`config.mk`:
```
export PLATFORM = sky130hd
export DESIGN_NAME = esfa_div
export DESIGN_NICKNAME = d
export VERILOG_FILES = /design/src/rtl/esfa_pkg.sv /design/src/rtl/esfa_div.sv
export SDC_FILE = /design/constraint.sdc
export NUM_CORES = 1
export LEC_CHECK = 0
export BUFFER_PORTS_ARGS = -buffer_cell sky130_fd_sc_hd__buf_2
export CORE_UTILIZATION = 40
export CTS_CLUSTER_DIAMETER = 40
export DETAILED_ROUTE_END_ITERATION = 6
export SYNTH_ARGS = -nofsm -noshare
export SYNTH_HDL_FRONTEND = slang
export SYNTH_SLANG_ARGS = --single-unit
```
`constraint.sdc`:
```
create_clock -name clk -period 16.8 [get_ports clk]
set_clock_uncertainty 0.1 [all_clocks]
set_input_delay 0.84 -clock clk [delete_from_list [all_inputs] [get_ports clk]]
set_output_delay 0.84 -clock clk [all_outputs]
set_load 0.005 [all_outputs]
```
`src/rtl/esfa_pkg.sv`:
```
// Shared constants and types for the exposure sweep frame averager.
package esfa_pkg;
  localparam int MAX_PIXELS = 524288;
  localparam int ADDR_W = $clog2(MAX_PIXELS);
  localparam int POS_W = ADDR_W + 1;
  localparam int DIV_STAGES = 4;

  typedef enum logic [2:0] {
    REG_EXPOSURE_MIN  = 3'd0,
    REG_EXPOSURE_MAX  = 3'd1,
    REG_EXPOSURE_STEP = 3'd2,
    REG_AVERAGE       = 3'd3,
    REG_LAG           = 3'd4
  } reg_idx_t;

  typedef struct packed {
    logic [19:0] exposure_used;
    logic        last_of_image;
    logic [20:0] next_exposure;
    logic        sweep_done;
  } meta_t;

  typedef struct packed {
    logic              emit;
    logic              wr;
    logic              first;
    logic              in_range;
    logic [ADDR_W-1:0] addr;
    logic [23:0]       px;
    logic [7:0]        n;
    meta_t             meta;
  } ctl_t;

  typedef struct packed {
    logic       in_range;
    logic [7:0] n;
    meta_t      meta;
  } tag_t;
endpackage

```
`src/rtl/esfa_div.sv`:
```
// Pipelined divide of three channel sums by the frame count, round half to even.
module esfa_div (
  input  logic                 clk,
  input  logic                 rst,
  input  logic                 en,
  input  logic                 in_valid,
  input  logic [47:0]          sums,
  input  esfa_pkg::tag_t       tag_in,
  output logic                 out_valid,
  output logic [23:0]          avg,
  output esfa_pkg::meta_t      meta
);
  import esfa_pkg::*;

  // {remainder, partial quotient / remaining dividend}
  function automatic logic [23:0] step4(input logic [23:0] st, input logic [7:0] n);
    logic [7:0]  rem;
    logic [15:0] num;
    logic [8:0]  r9;
    rem = st[23:16];
    num = st[15:0];
    for (int k = 0; k < 4; k++) begin
      r9 = {rem, num[15]};
      num = {num[14:0], 1'b0};
      if (r9 >= {1'b0, n}) begin
        r9 = r9 - {1'b0, n};
        num[0] = 1'b1;
      end
      rem = r9[7:0];
    end
    return {rem, num};
  endfunction

  logic [23:0] st [DIV_STAGES][3];
  tag_t        tg [DIV_STAGES];
  logic        vs [DIV_STAGES];
  logic [8:0]  twice [3];
  logic [16:0] q [3];
  logic [23:0] avg_c;
  logic        up;

  always_comb begin
    for (int i = 0; i < 3; i++) begin
      twice[i] = {st[DIV_STAGES-1][i][23:16], 1'b0};
      up = (twice[i] > {1'b0, tg[DIV_STAGES-1].n}) ||
           (twice[i] == {1'b0, tg[DIV_STAGES-1].n} && st[DIV_STAGES-1][i][0]);
      q[i] = {1'b0, st[DIV_STAGES-1][i][15:0]} + {16'd0, up};
      avg_c[8*i +: 8] = !tg[DIV_STAGES-1].in_range ? 8'd0 :
                        (q[i] > 17'd255) ? 8'hFF : q[i][7:0];
    end
  end

  always_ff @(posedge clk) begin
    if (en) begin
      for (int i = 0; i < 3; i++) begin
        st[0][i] <= step4({8'd0, sums[16*i +: 16]}, tag_in.n);
        for (int j = 1; j < DIV_STAGES; j++) st[j][i] <= step4(st[j-1][i], tg[j-1].n);
      end
      tg[0] <= tag_in;
      for (int j = 1; j < DIV_STAGES; j++) tg[j] <= tg[j-1];
      avg <= avg_c;
      meta <= tg[DIV_STAGES-1].meta;
    end
  end

  always_ff @(posedge clk) begin
    if (rst) begin
      for (int j = 0; j < DIV_STAGES; j++) vs[j] <= 1'b0;
      out_valid <= 1'b0;
    end else if (en) begin
      vs[0] <= in_valid;
      for (int j = 1; j < DIV_STAGES; j++) vs[j] <= vs[j-1];
      out_valid <= vs[DIV_STAGES-1];
    end
  end
endmodule

```
==> impl_results.md, run 1 <==
* Status: finished clean
* Clock transition at path regs at 0.06 ns
* Worst slew pin tran at 0.986 ns
* Largest net degree at the start of global routing at 111
* Post-place instance area at 40400 um2
* #FFs+latches synth at 568
* Die Ht at 309 um
* Post-synthesis sequential area ratio at 0.451
* Max-slew headroom at 0.337
* Clk_lat worst skew at 0.66 ns
* Final cell count without fillers at 4932
* GR Overflow Total at 0
* Vias/cell at 5.25
* H-Tree Depth at 3
* Setup tns final at 0 ns
* First-pass GRT wire length at 134000 um
* Avg Cell Area, Syn at 11.4 um2
* GRT Util Overall at 0.176
* Area Growth Syn to Fin at 15.1%
* Final hold slack at 0.248 ns
* Core Box Area at 93500 um2
* Fill count at 8656
* R2R depth at 34
* DR WL/cell at 17.2 um
* Inst Count DP at 4762
* Critical R2R Launch: tg[0][44]
* Hold_buf cts at 0
* Slew Limit Fails at 0
* Hold Violations, Final at 0
* Most used DFF post-synth: edfxtp_1
* RR Endpoint: st[1][71]
* Deepest clock path buffer count at 3
* Crit-path max FO at 13
* Multi-input combinational cell area at 19500 um2
* Post-synthesis async set-or-reset flop share at 0
* CP Class: register to register
* Initial antenna violation count at 0
* Hold Path Origin: tag_in[5]
* Final setup fails at 0
* Synth warnings at 0
* Syn Std Cell Area at 37800 um2
* Vias in the first global route at 25.0k
* # DRC at 0
* Die W at 309 um
* ANT nets after route at 0
* Hold Path Sink: tg[0][5]
* Worst hold path type: primary input to register
* Cell count after synthesis at 3327
* Crit. End Element: register
* Reg-to-reg slack, setup at 6.10 ns
* HPWL Detailed at 62800 um
* Critical path arrival at 11.00 ns
* Post-layout minimum cycle time at 10.70 ns
* WP data required at 17.10 ns
* Crit path largest cell delay at 0.68 ns
* Initial core utilization at 0.404
* Clock Sinks at 568
* CTS tree: yes
* Cts bufs inserted at 91
* 1st-pass router iterations at 5
* Final Cell Area at 43500 um2
* Max-cap violation count at 0
* Post-synth EDFFs at 567
* Hold depth at 1
* Port-buffer cells at 171
* Worst path slowest cell: edfxtp_1
* Peak Freq at 93.5 MHz
* RSZ-0062 raised after global routing: false
* Fin crit share at 0.637
* Total vias in the final route at 25.9k
* Starting DRT DRC Count at 1390
* Row count at 112
* Clk root buf: clkbuf_16
* Resized Gates After CTS at 0
* Syn nets at 3869
* Reg area at 17000 um2
* Post-CTS setup buffer count at 0
* I/O pin cnt at 172
* Layout cells sized above 1 at 0.163
* # nets final at 4143
* WL final at 84700 um
* Crit path launch: tg[0][44]
* Yosys cell types at 88
* Startpoint types: register
* Die area at 95700 um2
* Global placer's final weighted congestion at 0.902
worst max-delay path, delay by kind of cell, from the launching register on:
family / cells / cell delay (ns)
AOI/OAI and AO/OA: 20 / 5.10
adders and majority gates: 4 / 1.40
buffers and inverters: 2 / 0.62
DFF: 1 / 0.68
muxes: 4 / 1.52
and+or+nand+nor: 4 / 1.01
through the flow:
step / setup WS [ns] / util
after global placement: 6.40 / 0.432
after CTS: 6.17 / 0.465
after floorplan: 7.26 / -
after detailed placement: 6.17 / 0.432
final: 6.10 / 0.465
after global routing: 5.33 / 0.465
cell families (layout without fill, tap and decap cells):
kind of cell             count (synthesis)  after routing  share of synthesized area
AND/OR/NAND/NOR                        795            795                      0.108
AO/OA/AOI/OAI                          741            741                      0.133
adder cells (fa/ha/maj)                438            438                      0.154
multiplexers                           254            254                     0.0732
buffers and inverters                  325            675                     0.0324
other                                    0              1                          0
flip-flops                             568            568                      0.451
XOR/XNOR                               206            206                     0.0478
cell usage in the layout, fill, tap and decap left out, types with 27 or more instances in the layout:
cell type | netlist | routed
clkbuf_16 | 0 | 91
buf_2 | 3 | 170
ha_1 | 393 | 393
fa_1 | 45 | 45
mux2i_1 | 76 | 76
a21oi_1 | 171 | 171
xnor2_1 | 139 | 139
inv_1 | 297 | 297
o21a_1 | 71 | 71
nand2_1 | 152 | 152
a21o_1 | 50 | 50
and3_1 | 44 | 44
buf_4 | 0 | 37
edfxtp_1 | 567 | 567
mux2_2 | 178 | 178
nor3_1 | 56 | 56
a21boi_0 | 48 | 48
nand2b_1 | 27 | 27
nor2_1 | 199 | 199
nand4_1 | 52 | 52
xor2_1 | 67 | 67
o21ai_0 | 177 | 177
nand3_1 | 53 | 53
nor2b_1 | 93 | 93
worst max-delay path by stage:
stage / to / cells after the start / slack [ns]
after floorplan: st[1][68] / 37 / 7.26
after global placement: st[1][23] / 36 / 6.40
after detailed placement: st[1][71] / 36 / 6.17
after CTS: st[1][71] / 34 / 6.17
after global routing: st[1][43] / 38 / 5.33
final: st[1][71] / 34 / 6.10
area by class of cell:
class	instances	area share
repair buffers	208	0.0263
multi-input cells	2434	0.449
clock inverters	72	0.0183
inverters	298	0.0257
clock buffers	97	0.0529
well taps	1254	0.0361
flip-flops and latches	568	0.392
diodes	1	0.0000576
state kept, by name, indices dropped and copies added, names as in the netlist:
| signal | count |
|---|---|
| tg | 208 |
| avg | 24 |
| st | 288 |
| meta | 43 |
| vs | 4 |
| out_valid | 1 |
per-layer routing:
layer,up-vias,part of all wire,track usage
li1,13000,-,-
met1,12200,0.45,0.231
met2,525,0.48,0.295
met3,143,0.041,0.0245
met4,0,0.026,0.0612
met5,-,0,0
cells in the mapped netlist, drive strengths merged (15+ instances only):
cell	number	area share
edfxtp	567	0.45
ha	393	0.13
inv	297	0.030
nor2	201	0.020
mux2	178	0.053
o21ai	178	0.024
a21oi	171	0.023
nand2	152	0.015
xnor2	139	0.032
nor2b	93	0.015
mux2i	76	0.020
o21a	71	0.014
xor2	67	0.016
nor3	59	0.0084
nand3	53	0.0070
nand4	52	0.0086
a21o	50	0.0099
a21boi	48	0.0095
fa	45	0.024
and3	44	0.0073
and2	27	0.0045
nand2b	27	0.0045
o21bai	26	0.0052
clkbuf	23	0.0023
o31ai	20	0.0041
a31oi	17	0.0028
a211oi	16	0.0033
a221o	16	0.0042
o211ai	15	0.0032
Power of run 1 is not shown: default switching activity piles up to over one toggle a cycle in this logic, so the estimate is an artifact.
==> run 2: changes to the inputs <==
Clock period 16.8 ns to 9.3 ns, I/O delays scaled along.
==> run 2 against run 1 <==
Against the previous run:
- routed wire length increased by 3.2%
- register-to-register slack got worse by 5.6 ns
- sequential cell count unchanged
- count of clock-buffer cells in the layout increased by 12
- global-route usage increased by 0.52 points
- core utilization increased by 1.8 points
- critical path type unchanged
==> impl_results.md, run 2 (same netlist as run 1, synthesis figures left out) <==
* Vias in the first global route at 26.0k
* Hold depth at 3
* # nets final at 4307
* Largest net degree at the start of global routing at 151
* DR WL/cell at 17.1 um
* Reg-to-reg slack, setup at 0.46 ns
* Crit-path max FO at 9
* Clock transition at path regs at 0.06 ns
* Post-layout minimum cycle time at 8.84 ns
* Row count at 112
* 1st-pass router iterations at 5
* Worst hold path type: primary input to register
* RR Endpoint: st[1][69]
* Core Box Area at 93500 um2
* Global placer's final weighted congestion at 0.878
* Final Cell Area at 45200 um2
* Deepest clock path buffer count at 3
* Vias/cell at 5.19
* Critical path arrival at 9.13 ns
* Total vias in the final route at 26.5k
* Initial core utilization at 0.404
* Die W at 309 um
* H-Tree Depth at 3
* Peak Freq at 113 MHz
* CTS tree: yes
* HPWL Detailed at 65200 um
* Clk root buf: clkbuf_16
* First-pass GRT wire length at 138000 um
* Post-place instance area at 40900 um2
* # diodes at 0
* Layout cells sized above 1 at 0.187
* Die Ht at 309 um
* Worst path slowest cell: edfxtp_1
* Max reg flops at 288
* Most flops, register: st
* R2R depth at 37
* Die area at 95700 um2
* Area Growth Syn to Fin at 19.6%
* GR Overflow Total at 0
* Slew Limit Fails at 0
* Most frequent cells in the layout: edfxtp_1, ha_1, inv_1
* Critical R2R Launch: tg[0][44]
* WL final at 87400 um
* Clk_lat worst skew at 0.65 ns
* Starting DRT DRC Count at 1487
* Clock Sinks at 568
* Worst slew pin tran at 1.21 ns
* Hold Path Origin: sums[12]
* Hold Violations, Final at 0
* Max-slew headroom at 0.194
* Final setup fails at 0
* Status: finished clean
* Initial antenna violation count at 2
* Crit path largest cell delay at 0.39 ns
* Cts bufs inserted at 94
* CP Class: register to register
* Hold Path Sink: st[0][64]
* I/O pin cnt at 172
* Fin crit share at 0.951
* Commonest non-fill, non-tap cell in the layout: edfxtp_1
* Port-buffer cells at 171
* Crit. End Element: register
* Fill count at 8477
* Top Registers: st x288, tg x208, meta x43
* Startpoint types: register
* GRT Util Overall at 0.181
* WP data required at 9.59 ns
* ANT nets after route at 0
* Max-cap violation count at 0
* # DRC at 0
## run 2: worst max-delay path by stage
stage | startpoint | to | slack (ns) | cells after the start
2_1_floorplan | tg[0][44] | st[1][68] | 0.02 | 37
3_3_place_gp | tg[0][46] | st[1][68] | -0.12 | 36
3_5_place_dp | tg[0][46] | st[1][69] | -0.07 | 36
4_1_cts | tg[0][46] | st[1][22] | 0.09 | 37
5_1_grt | tg[0][46] | st[1][44] | -0.05 | 38
6_report | tg[0][44] | st[1][69] | 0.46 | 37
## run 2: area by class of cell
cell class,instances,area [um2],area share
sequential,568,17000,0.377
clock inverter,65,621,0.0137
tap,1254,1570,0.0347
inverter,298,1130,0.0249
multi-input combinational,2434,19800,0.437
timing repair buffer,369,2620,0.0580
clock buffer,109,2460,0.0545
## run 2: through the flow
stage	cells	TNS, ns	hold slack (ns)	worst slack [ns]	utilization
floorplan	3327	0	0.300	0.0213	-
global placement	4823	-1.12	0.300	-0.120	0.438
finish	5097	0	0.103	0.460	0.484
CTS	5086	0	0.0576	0.0860	0.480
detailed placement	4823	-0.337	0.305	-0.0689	0.438
global route	5097	-0.553	0.0870	-0.0548	0.484
## run 2: worst max-delay path, delay by kind of cell, from the launching register on
kind,cells,cell delay [ns]
compound gates,21,4.63
fa+ha+maj,4,1.23
buf+inv,3,0.47
flops,1,0.39
mux,3,0.85
simple gates,6,0.88
## run 2: repair_timing
action | CTS | global route
pin swaps | 1 | 5
hold buffers | 87 | 0
resized for setup | 2 | 59
buffers inserted | 2 | 11
endpoints found under the hold margin | 87 | 0
endpoints found under the setup margin | 7 | 94
## run 2: metal layers
layer	GRT usage	up-vias	wire length, um
met5	0	-	0
met3	0.0283	140	3130
met2	0.309	436	42300
met4	0.0556	0	2130
li1	-	13400	-
met1	0.235	12500	39900
Power of run 2 is left out for the same reason.
