$ cat src/rtl/esfa_pkg.sv
// Shared constants and types for the exposure sweep frame averager.
package esfa_pkg;
  localparam int MAX_PIXELS = 524288;
  localparam int ADDR_W = $clog2(MAX_PIXELS);
  localparam int POS_W = ADDR_W + 1;
  localparam int DIV_STAGES = 4;

  typedef enum logic [2:0] {
    REG_EXPOSURE_MIN  = 3'd0,
    REG_EXPOSURE_MAX  = 3'd1,
    REG_EXPOSURE_STEP = 3'd2,
    REG_AVERAGE       = 3'd3,
    REG_LAG           = 3'd4
  } reg_idx_t;

  typedef struct packed {
    logic [19:0] exposure_used;
    logic        last_of_image;
    logic [20:0] next_exposure;
    logic        sweep_done;
  } meta_t;

  typedef struct packed {
    logic              emit;
    logic              wr;
    logic              first;
    logic              in_range;
    logic [ADDR_W-1:0] addr;
    logic [23:0]       px;
    logic [7:0]        n;
    meta_t             meta;
  } ctl_t;

  typedef struct packed {
    logic       in_range;
    logic [7:0] n;
    meta_t      meta;
  } tag_t;
endpackage

$ cat src/rtl/esfa_ctrl.sv
// Sweep control: configuration registers, frame and exposure state, stage one.
module esfa_ctrl (
  input  logic                 clk,
  input  logic                 rst,
  input  logic                 en,
  input  logic                 in_valid,
  input  logic [23:0]          pixel_bgr,
  input  logic                 end_of_frame,
  input  logic                 cfg_we,
  input  logic [2:0]           cfg_index,
  input  logic [19:0]          cfg_data,
  output logic                 v1,
  output esfa_pkg::ctl_t       c1
);
  import esfa_pkg::*;

  typedef enum logic [1:0] {MODE_IDLE, MODE_SKIP, MODE_SUM} mode_t;

  logic [19:0] exposure_min, exposure_max;
  logic [15:0] exposure_step;
  logic [7:0]  avg_len, lag_frames;

  logic [POS_W-1:0] pos;
  logic [7:0]  frames_summed, skip_r;
  logic [20:0] exp_r;
  mode_t       mode;
  logic        started, finished;

  logic [20:0] cur_exp, next_sum;
  logic [7:0]  skip, skip_e, n_eff;
  mode_t       mode_e;
  logic        is_sum, completing, in_range, emit, wr, acc, done;

  always_comb begin
    cur_exp = started ? exp_r : {1'b0, exposure_min};
    skip = started ? skip_r : lag_frames;
    mode_e = mode;
    skip_e = skip;
    if (mode == MODE_IDLE) begin
      if (skip != 8'd0) begin
        mode_e = MODE_SKIP;
        skip_e = skip - 8'd1;
      end else begin
        mode_e = MODE_SUM;
      end
    end
    n_eff = (avg_len == 8'd0) ? 8'd1 : avg_len;
    is_sum = (mode_e == MODE_SUM);
    completing = ({1'b0, frames_summed} + 9'd1) >= {1'b0, n_eff};
    in_range = pos < POS_W'(MAX_PIXELS);
    next_sum = cur_exp + {5'd0, exposure_step};
    done = end_of_frame && (next_sum > {1'b0, exposure_max});
    emit = is_sum && completing && (in_range || end_of_frame);
    wr = is_sum && in_range;
    acc = in_valid && en && !finished;
  end

  always_ff @(posedge clk) begin
    if (rst) begin
      exposure_min <= 20'd0;
      exposure_max <= 20'd1000;
      exposure_step <= 16'd1;
      avg_len <= 8'd10;
      lag_frames <= 8'd10;
      pos <= '0;
      frames_summed <= 8'd0;
      skip_r <= 8'd0;
      exp_r <= 21'd0;
      mode <= MODE_IDLE;
      started <= 1'b0;
      finished <= 1'b0;
      v1 <= 1'b0;
    end else begin
      if (cfg_we) begin
        unique case (cfg_index)
          REG_EXPOSURE_MIN:  exposure_min <= cfg_data;
          REG_EXPOSURE_MAX:  exposure_max <= cfg_data;
          REG_EXPOSURE_STEP: exposure_step <= cfg_data[15:0];
          REG_AVERAGE:       avg_len <= cfg_data[7:0];
          REG_LAG:           lag_frames <= cfg_data[7:0];
          default: ;
        endcase
      end
      if (acc) begin
        started <= 1'b1;
        if (emit && end_of_frame) begin
          exp_r <= next_sum;
          skip_r <= lag_frames;
          finished <= done;
        end else begin
          exp_r <= cur_exp;
          skip_r <= skip_e;
        end
        if (is_sum && end_of_frame)
          frames_summed <= completing ? 8'd0 : frames_summed + 8'd1;
        if (end_of_frame) begin
          pos <= '0;
          mode <= MODE_IDLE;
        end else begin
          if (in_range) pos <= pos + 1'b1;
          mode <= mode_e;
        end
      end
      if (en) v1 <= acc && (emit || wr);
    end
  end

  always_ff @(posedge clk) begin
    if (en) begin
      c1.emit <= emit;
      c1.wr <= wr;
      c1.first <= (frames_summed == 8'd0);
      c1.in_range <= in_range;
      c1.addr <= pos[ADDR_W-1:0];
      c1.px <= pixel_bgr;
      c1.n <= n_eff;
      c1.meta.exposure_used <= cur_exp[19:0];
      c1.meta.last_of_image <= end_of_frame;
      c1.meta.next_exposure <= end_of_frame ? next_sum : 21'd0;
      c1.meta.sweep_done <= done;
    end
  end
endmodule

$ cat config.mk
export PLATFORM = sky130hd
export DESIGN_NAME = esfa_ctrl
export DESIGN_NICKNAME = d
export VERILOG_FILES = /design/src/rtl/esfa_pkg.sv /design/src/rtl/esfa_ctrl.sv
export SDC_FILE = /design/constraint.sdc
export NUM_CORES = 1
export LEC_CHECK = 0
export BUFFER_PORTS_ARGS = -buffer_cell sky130_fd_sc_hd__buf_4
export CORE_UTILIZATION = 60
export CTS_BUF_LIST = sky130_fd_sc_hd__clkbuf_8
export DETAILED_ROUTE_END_ITERATION = 16
export GPL_TIMING_DRIVEN = 0
export HOLD_SLACK_MARGIN = 0.02
export PLACE_DENSITY = 0.94
export SETUP_SLACK_MARGIN = 0.4
export SYNTH_ARGS = -nofsm -noshare
export SYNTH_HDL_FRONTEND = slang
export SYNTH_SLANG_ARGS = --single-unit
export TNS_END_PERCENT = 20
$ cat constraint.sdc
create_clock -name clk -period 8 [get_ports clk]
set_input_delay 0.8 -clock clk [delete_from_list [all_inputs] [get_ports clk]]
set_output_delay 0.8 -clock clk [all_outputs]
set_load 0.02 [all_outputs]
==> results of run 1 <==
## cell type report
cell class | count | share of cell area
timing repair buffer | 149 | 0.0866
clock inverter | 22 | 0.00727
clock buffer | 46 | 0.0490
multi-input combinational | 772 | 0.365
sequential | 232 | 0.436
tap | 225 | 0.0218
buffer | 56 | 0.0187
inverter | 56 | 0.0163
## worst paths after layout
path	from	end	slack, ps	depth (start not counted)
max reg2reg	started$_SDFFE_PP0P_	c1[0]$_DFFE_PP_	1980	19
max	started$_SDFFE_PP0P_	c1[0]$_DFFE_PP_	1980	19
min	exp_r[1]$_SDFFE_PP0P_	exp_r[1]$_SDFFE_PP0P_	450	2
min reg2reg	exp_r[1]$_SDFFE_PP0P_	exp_r[1]$_SDFFE_PP0P_	450	2
## cell usage in the layout, fill, tap and decap left out, types with 12 or more instances in the layout
cell type	count
a211oi_1	13
a21oi_1	112
and2_1	19
and3_1	12
buf_4	150
clkbuf_1	46
clkbuf_8	46
dfxtp_1	134
edfxtp_1	98
ha_1	49
inv_1	68
mux2_2	15
mux2i_1	14
nand2_1	194
nand3_1	35
nor2_1	73
nor3_1	21
o211ai_1	17
o21ai_0	39
xnor2_1	21
xor2_1	21
## per-stage QoR
| step | hold slack, ps | instances | cell area, um^2 |
|---|---|---|---|
| finish | 452 | 1558 | 12900 |
| global route | 440 | 1558 | 12900 |
| CTS | 436 | 1558 | 12900 |
| detailed placement | 445 | 1490 | 12200 |
| global placement | 436 | 1490 | 12200 |
| floorplan | 428 | 1116 | 10800 |
## per-layer routing
| layer | share of wire | vias up |
|---|---|---|
| met3 | 0.11 | 145 |
| met2 | 0.47 | 647 |
| li1 | - | 4324 |
| met4 | 0.049 | 0 |
| met1 | 0.37 | 4418 |
| met5 | 0 | - |
## flip-flops by register name (all words and copies together) (netlist names)
name	cells
exposure_max	20
pos	20
c1	98
exp_r	21
exposure_min	20
avg_len	8
frames_summed	8
skip_r	8
exposure_step	16
v1	1
finished	1
lag_frames	8
mode	2
started	1
## critical path, delay by kind of cell, from the launching register on
family                   cells  cell delay, ps
AO/OA/AOI/OAI                6            2010
XOR/XNOR                     1             230
adder cells (fa/ha/maj)      2             570
buffers and inverters        4            1320
flip-flops                   1             410
multiplexers                 1             450
AND/OR/NAND/NOR              5             780
## cell families after synthesis
logic type | synth area share
AND/OR/NAND/NOR | 0.173
AO/OA/AOI/OAI | 0.141
flip-flops | 0.521
buffers and inverters | 0.0419
adder cells (fa/ha/maj) | 0.0587
XOR/XNOR | 0.0341
multiplexers | 0.0299
## power by group through the flow
stage	Clock, mW	Combinational [mW]	Sequential (mW)
floorplan	0	0.102	1.35
CTS	0.992	0.253	1.30
finish	0.987	0.258	1.30
global placement	0	0.243	1.32
global route	1.04	0.274	1.30
detailed placement	0	0.251	1.32
==> run metrics, run 1 <==
Num CTS Buffers 37; core box area around 0.017 mm^2; IO buf count 149; drt wl/cell approximately 19 um; Mapped Cells around 1100; Multi-input gate area ~0.0047 mm^2; Post-route DRC 0; leakage power approximately 5.3 nW; sw frac 0.255; slew margin rel. 0.160; Hold-fix buffers, CTS 0; GRT busiest layer met2; worst skew pair latency ~550 ps; CP cell instances buf_6 -> buf_2 -> buf_1 -> mux2_2 -> ha_1 -> clkbuf_2 -> a2111oi_0 -> o21ai_0 -> a32oi_1 -> nand2b_1 -> a21oi_1 -> xnor2_1 -> ha_1 -> and3_1 -> nand3_1 -> nor2_1 -> a21boi_0 -> o31a_1 -> or3_1; Max Slew Vio Count 0; Max Cap Viol 0; Syn Nets around 1200; Finish-stage setup viols 0; grt met3 use 0.0712; max frequency 166 MHz; final hold violation count 0; Synth top cells by count nand2_1, dfxtp_1, a21oi_1; max incr delay on CP roughly 700 ps; Vias about 9500; GPL Wtd Cong between 0.9 and 1; Worst Path Arrival approximately 6300 ps; CP Capture Type register; #FFs+latches synth 232; Synth area leader edfxtp_1; Post-Place Setup Slack between 2000 and 2500 ps; global-route wire length before repair between 40000 and 50000 um; Max VDD drop roughly 0.19 mV; Post-Route WL roughly 30000 um; Post-synth EDFFs 98; minimum clock period roughly 6000 ps; period utilization 0.753; Starting DRT DRC Count 1086; Register Area around 0.0056 mm^2; layout cell share with drive strength beyond 1 0.183; Combinational Power Share 0.101; Min-Delay Path Class reg2reg; RSZ-0062 raised after global routing no; worst path required time 8270 ps; CP most frequent cell ha_1; H-tree Lvls 2; worst-path maximum fanout 10; GRT overflow 0; Total GRT Usage 0.332; Die H roughly 140 um; met1 usage 0.401; nets about 1400; Internal 1.89 mW; top cells by area, synth edfxtp_1, dfxtp_1, nand2_1, ha_1, a21oi_1; Synth-to-Final Area Change 19.7%; Die ar. ~0.019 mm^2; Clock Tree Buf Depth 3; global routing met2 resource utilization 0.554; Sink Count about 230; Mapped Area about 0.011 mm^2; DR vias/cell 6.12; most frequent cell after synthesis nand2_1; total power ~2.5 mW; count of cell types in the netlist between 70 and 80; largest net degree at the start of global routing slightly above 100; Chip Width around 140 um; CTS tree yes; post-cts sizing count 0; Clock power frac 0.388; status completed; Slowest-stage cell, CP buf_1; YS warnings 0; vias in the first global route ~9400; total I/O pin count around 150; P per Cell Area around 200 mW/mm^2; TritonRoute pass-1 iters 6; Sum Neg Setup Slack 0 ps; number of fill cells ~1200; CTS clk-pin slew, worst paths about 70 ps; sequential power share 0.510; hpwl dp 20800 um; diodes inserted 0; worst slew pin tran 1260 ps; crit start category register; Primary FF master, synth dfxtp_1; setup repair bufs after CTS 0; Post-synth ARST share 0; Clock Skew between 30 and 40 ps; Setup CP Type reg2reg; Mean Syn Cell Area approximately 9.7 um^2; Starting Density 0.619; Seq/Total Area, Yosys 0.521; initial antenna violation count 0; Switch Pwr between 0.6 and 0.7 mW; post-route ant nets 0; post-synth top area share 0.273; Layout Utilization 0.742; CTS root buf clkbuf_8; Site Rows 48; post-route setup slack 1980 ps
Power figures use the tool's default switching activity.
==> run 2, diff against run 1 <==
Clock period 8 ns to 6.3 ns, I/O delays scaled along.
==> run metrics, run 2 (synthesis results as in run 1) <==
hpwl dp about 21000 um; core box area 0.0174 mm^2; final hold violation count 0; Multi-input gate area 0.00472 mm^2; Post-Route WL around 30000 um; Register Area 0.00563 mm^2; CTS root buf clkbuf_8; IO buf count 149; register-to-register setup slack roughly 670 ps; TritonRoute pass-1 iters 6; Site Rows between 40 and 50; CTS clk-pin slew, worst paths about 70 ps; Worst Path Arrival approximately 6000 ps; Max Slew Vio Count 0; vias in the first global route about 9400; worst slew pin tran between 1000 and 1500 ps; leakage power between 5 and 6 nW; number of fill cells about 1200; DR vias/cell between 6 and 7; Most flops, register c1; most common cell after layout, fill and taps aside nand2_1; final hold slack around 290 ps; Clock Tree Buf Depth 3; worst path required time roughly 6600 ps; max frequency 177 MHz; drt wl/cell around 19 um; Min-Delay Path Class in2reg; max incr delay on CP about 470 ps; Max VDD drop about 0.24 mV; Starting Density 0.619; Largest regs c1: 98 flops, exp_r: 21 flops; commonest cells after routing, fill and taps aside nand2_1, buf_4, dfxtp_1; Clock Skew approximately 34 ps; H-tree Lvls 2; period utilization 0.894; crit start category register; CTS tree yes; Finish-stage setup viols 0; Chip Width between 100 and 150 um; GPL Wtd Cong ~0.96; worst skew pair latency 550 ps; largest net degree at the start of global routing a little over 100; post-route ant nets 0; worst-path maximum fanout 10; CP cell instances buf_6 -> buf_2 -> clkbuf_2 -> mux2_2 -> ha_1 -> clkbuf_2 -> a2111oi_0 -> o21ai_0 -> a32oi_2 -> nand2b_1 -> a21oi_1 -> xnor2_1 -> ha_1 -> and3_1 -> nand3_1 -> nor2_1 -> a21boi_0 -> o31a_1 -> or3_1; Sum Neg Setup Slack 0 ps; nets 1407; RSZ-0062 raised after global routing no; Die ar. roughly 0.019 mm^2; Setup CP Type reg2reg; Hold-fix buffers, CTS 0; Synth-to-Final Area Change 19.8%; minimum clock period about 5600 ps; CP Capture Type register; Sink Count around 230; Vias ~9600; max reg flops 98; layout cell share with drive strength beyond 1 0.185; initial antenna violation count 0; P per Cell Area roughly 250 mW/mm^2; Max Cap Viol 0; Starting DRT DRC Count between 1000 and 1500; global-route wire length before repair around 47000 um; status completed; slew margin rel. 0.163; Die H 136 um; Num CTS Buffers 37; Post-route DRC 0; Total GRT Usage 0.332; Slowest-stage cell, CP a2111oi_0; GRT overflow 0; total I/O pin count ~150
[run 2: worst paths after layout]
check,cells after the start,end,from
worst max-delay path,19,c1[0]$_DFFE_PP_,started$_SDFFE_PP0P_
worst min-delay path,1,c1[64]$_DFFE_PP_,pixel_bgr[13]
worst max register to register,19,c1[0]$_DFFE_PP_,started$_SDFFE_PP0P_
worst min register to register,2,exposure_min[6]$_SDFFE_PP0P_,exposure_min[6]$_SDFFE_PP0P_
[run 2: power by group]
part	internal [mW]	switching [mW]	leakage (nW)	total, mW
combinational	0.122	0.206	2.77	0.327
clock	0.661	0.594	0.430	1.25
sequential	1.62	0.0260	2.07	1.65
[run 2: final cells by class]
| cell class | count | area share |
|---|---|---|
| multi-input combinational | 772 | 0.365 |
| clock buffer | 46 | 0.0490 |
| clock inverter | 22 | 0.00726 |
| tap | 225 | 0.0218 |
| buffer | 56 | 0.0188 |
| antenna | 1 | 0.000194 |
| sequential | 232 | 0.435 |
| timing repair buffer | 149 | 0.0865 |
| inverter | 56 | 0.0163 |
[run 2: worst max-delay path: cells and delay by family, from the launching register on]
kind                       cells  cell delay [ps]
DFF                            1              420
adders and majority gates      2              570
and+or+nand+nor                5              770
muxes                          1              430
AOI/OAI and AO/OA              6             1900
buffers and inverters          4             1030
xor gates and xnor gates       1              230
[run 2: metrics by stage]
stage / util / setup slack [ps] / total power, mW / instances / cell area, um^2
floorplan: - / 1700 / 1.85 / 1116 / 10800
global placement: 0.700 / 601 / 1.98 / 1490 / 12200
detailed placement: 0.700 / 560 / 2.00 / 1490 / 12200
CTS: 0.742 / 517 / 3.23 / 1558 / 12900
global route: 0.742 / 489 / 3.32 / 1558 / 12900
finish: 0.742 / 665 / 3.23 / 1559 / 12900
[run 2: repair_timing]
action	in CTS	in global routing
buffers inserted	0	0
endpoints found under the setup margin	0	2
resized for setup	0	2
[run 2: layer usage]
layer,global-route usage,routed length (um),vias up
li1,-,-,4326
met1,0.401,11000,4425
met2,0.554,14300,671
met3,0.0712,3330,144
met4,0.179,1440,0
met5,0,0,-
==> run 3, diff against run 2 <==
Settings changed: HOLD_SLACK_MARGIN 0.02 to default, PLACE_DENSITY 0.94 to 0.83.
==> run metrics, run 3 (synthesis results as in run 1) <==
Die H around 140 um; Die ar. roughly 0.019 mm^2; Starting Density 0.619; final hold violation count 0; P per Cell Area approximately 250 mW/mm^2; worst skew pair latency about 530 ps; Max VDD drop 0.174 mV; slew margin rel. 0.172; core box area ~0.017 mm^2; IO buf count approximately 150; CP cell instances buf_6 -> buf_2 -> clkbuf_2 -> buf_2 -> mux2i_1 -> inv_1 -> ha_1 -> clkbuf_1 -> a2111o_1 -> o2111ai_1 -> o21bai_1 -> nand2_1 -> xor2_1 -> ha_1 -> and4_1 -> a221oi_1 -> o22ai_1 -> o31a_1 -> or3_1; Finish-stage setup viols 0; Starting DRT DRC Count approximately 900; Worst Path Arrival a little over 6000 ps; most common cell after layout, fill and taps aside nand2_1; Vias around 9300; crit start category register; status completed; total I/O pin count 152; H-tree Lvls 2; Num CTS Buffers 37; hpwl dp ~20000 um; initial antenna violation count 0; max frequency roughly 170 MHz; Hold-fix buffers, CTS 0; GPL Wtd Cong ~0.94; final hold slack about 280 ps; non-filler instance count after layout around 1600; Post-Route WL between 20000 and 30000 um; Largest regs c1: 98 flops, exp_r: 21 flops; CTS clk-pin slew, worst paths ~60 ps; Setup CP Type reg2reg; Total GRT Usage 0.309; TritonRoute pass-1 iters 7; Top delay family on crit path compound AO/OA/AOI/OAI gates; global-route wire length before repair around 44000 um; worst path required time around 6600 ps; Slowest-stage cell, CP a2111o_1; largest net degree at the start of global routing a little over 100; worst-path maximum fanout 10; post-route cell area between 0.01 and 0.015 mm^2; vias in the first global route slightly below 9000; GRT overflow 0; CP Capture Type register; Most flops, register c1; CTS root buf clkbuf_8; period utilization 0.919; Sum Neg Setup Slack 0 ps; Sink Count approximately 230; leakage power between 5 and 6 nW; WP buf/inv 6; Chip Width approximately 140 um; max reg flops ~100; DR vias/cell 5.96; CTS tree yes; Synth-to-Final Area Change 19.5%; Clock Skew ~16 ps; worst slew pin tran 1240 ps; placed cell count approximately 1500; minimum clock period about 5800 ps; placed cell area 0.0122 mm^2; Max Cap Viol 0; layout cell share with drive strength beyond 1 0.182; commonest cells after routing, fill and taps aside nand2_1, buf_4, dfxtp_1; Max Slew Vio Count 0; max incr delay on CP roughly 450 ps; Clock Tree Buf Depth 3; Site Rows 48; post-route ant nets 0; Min-Delay Path Class in2reg; nets around 1400; Post-route DRC 0; total power 3.17 mW; drt wl/cell 18.2 um; RSZ-0062 raised after global routing no
[run 3: cell count changes in the layout (fill, tap and decap cells not counted), sizes merged]
cell,change
buf,-1
clkbuf,-2
clkinv,+2
inv,+1
[run 3: area by class of cell]
cell class                 instances  area [um^2]
sequential                       232         5630
multi-input combinational        772         4710
fill                            1297         4530
timing repair buffer             149         1120
clock buffer                      43          592
tap                              225          282
buffer                            56          244
inverter                          56          210
clock inverter                    25          104
antenna                            1         2.50
[run 3: what timing repair did]
action	in CTS	in global routing
resized for setup	0	3
hold endpoints to repair	0	0
setup endpoints to repair	0	2
buffers inserted	0	0
[run 3: routing by layer]
metal,vias up,GRT usage,part of all wire
met5,-,0,0
li1,4341,-,-
met2,525,0.504,0.47
met4,0,0.159,0.035
met1,4341,0.393,0.40
met3,83,0.0533,0.097
[run 3: stage by stage]
stage / util / setup slack (ps)
global placement: 0.700 / 482
detailed placement: 0.700 / 460
finish: 0.740 / 509
global route: 0.740 / 467
CTS: 0.740 / 435
floorplan: - / 1700
[run 3: path summary, 6_finish.rpt]
check | startpoint | end | slack [ps] | cells after the start
hold reg to reg | exposure_max[1]$_SDFFE_PP0P_ | exposure_max[1]$_SDFFE_PP0P_ | 460 | 2
setup reg to reg | started$_SDFFE_PP0P_ | c1[0]$_DFFE_PP_ | 510 | 19
hold / removal | pixel_bgr[14] | c1[65]$_DFFE_PP_ | 280 | 1
setup / recovery | started$_SDFFE_PP0P_ | c1[0]$_DFFE_PP_ | 510 | 19
[run 3: report_power, final]
part	switching (mW)	total (mW)	internal, mW	leakage (nW)
Clock	0.579	1.20	0.623	0.415
Sequential	0.0244	1.65	1.62	2.07
Combinational	0.203	0.324	0.121	2.75
Total	0.806	3.17	2.37	5.24
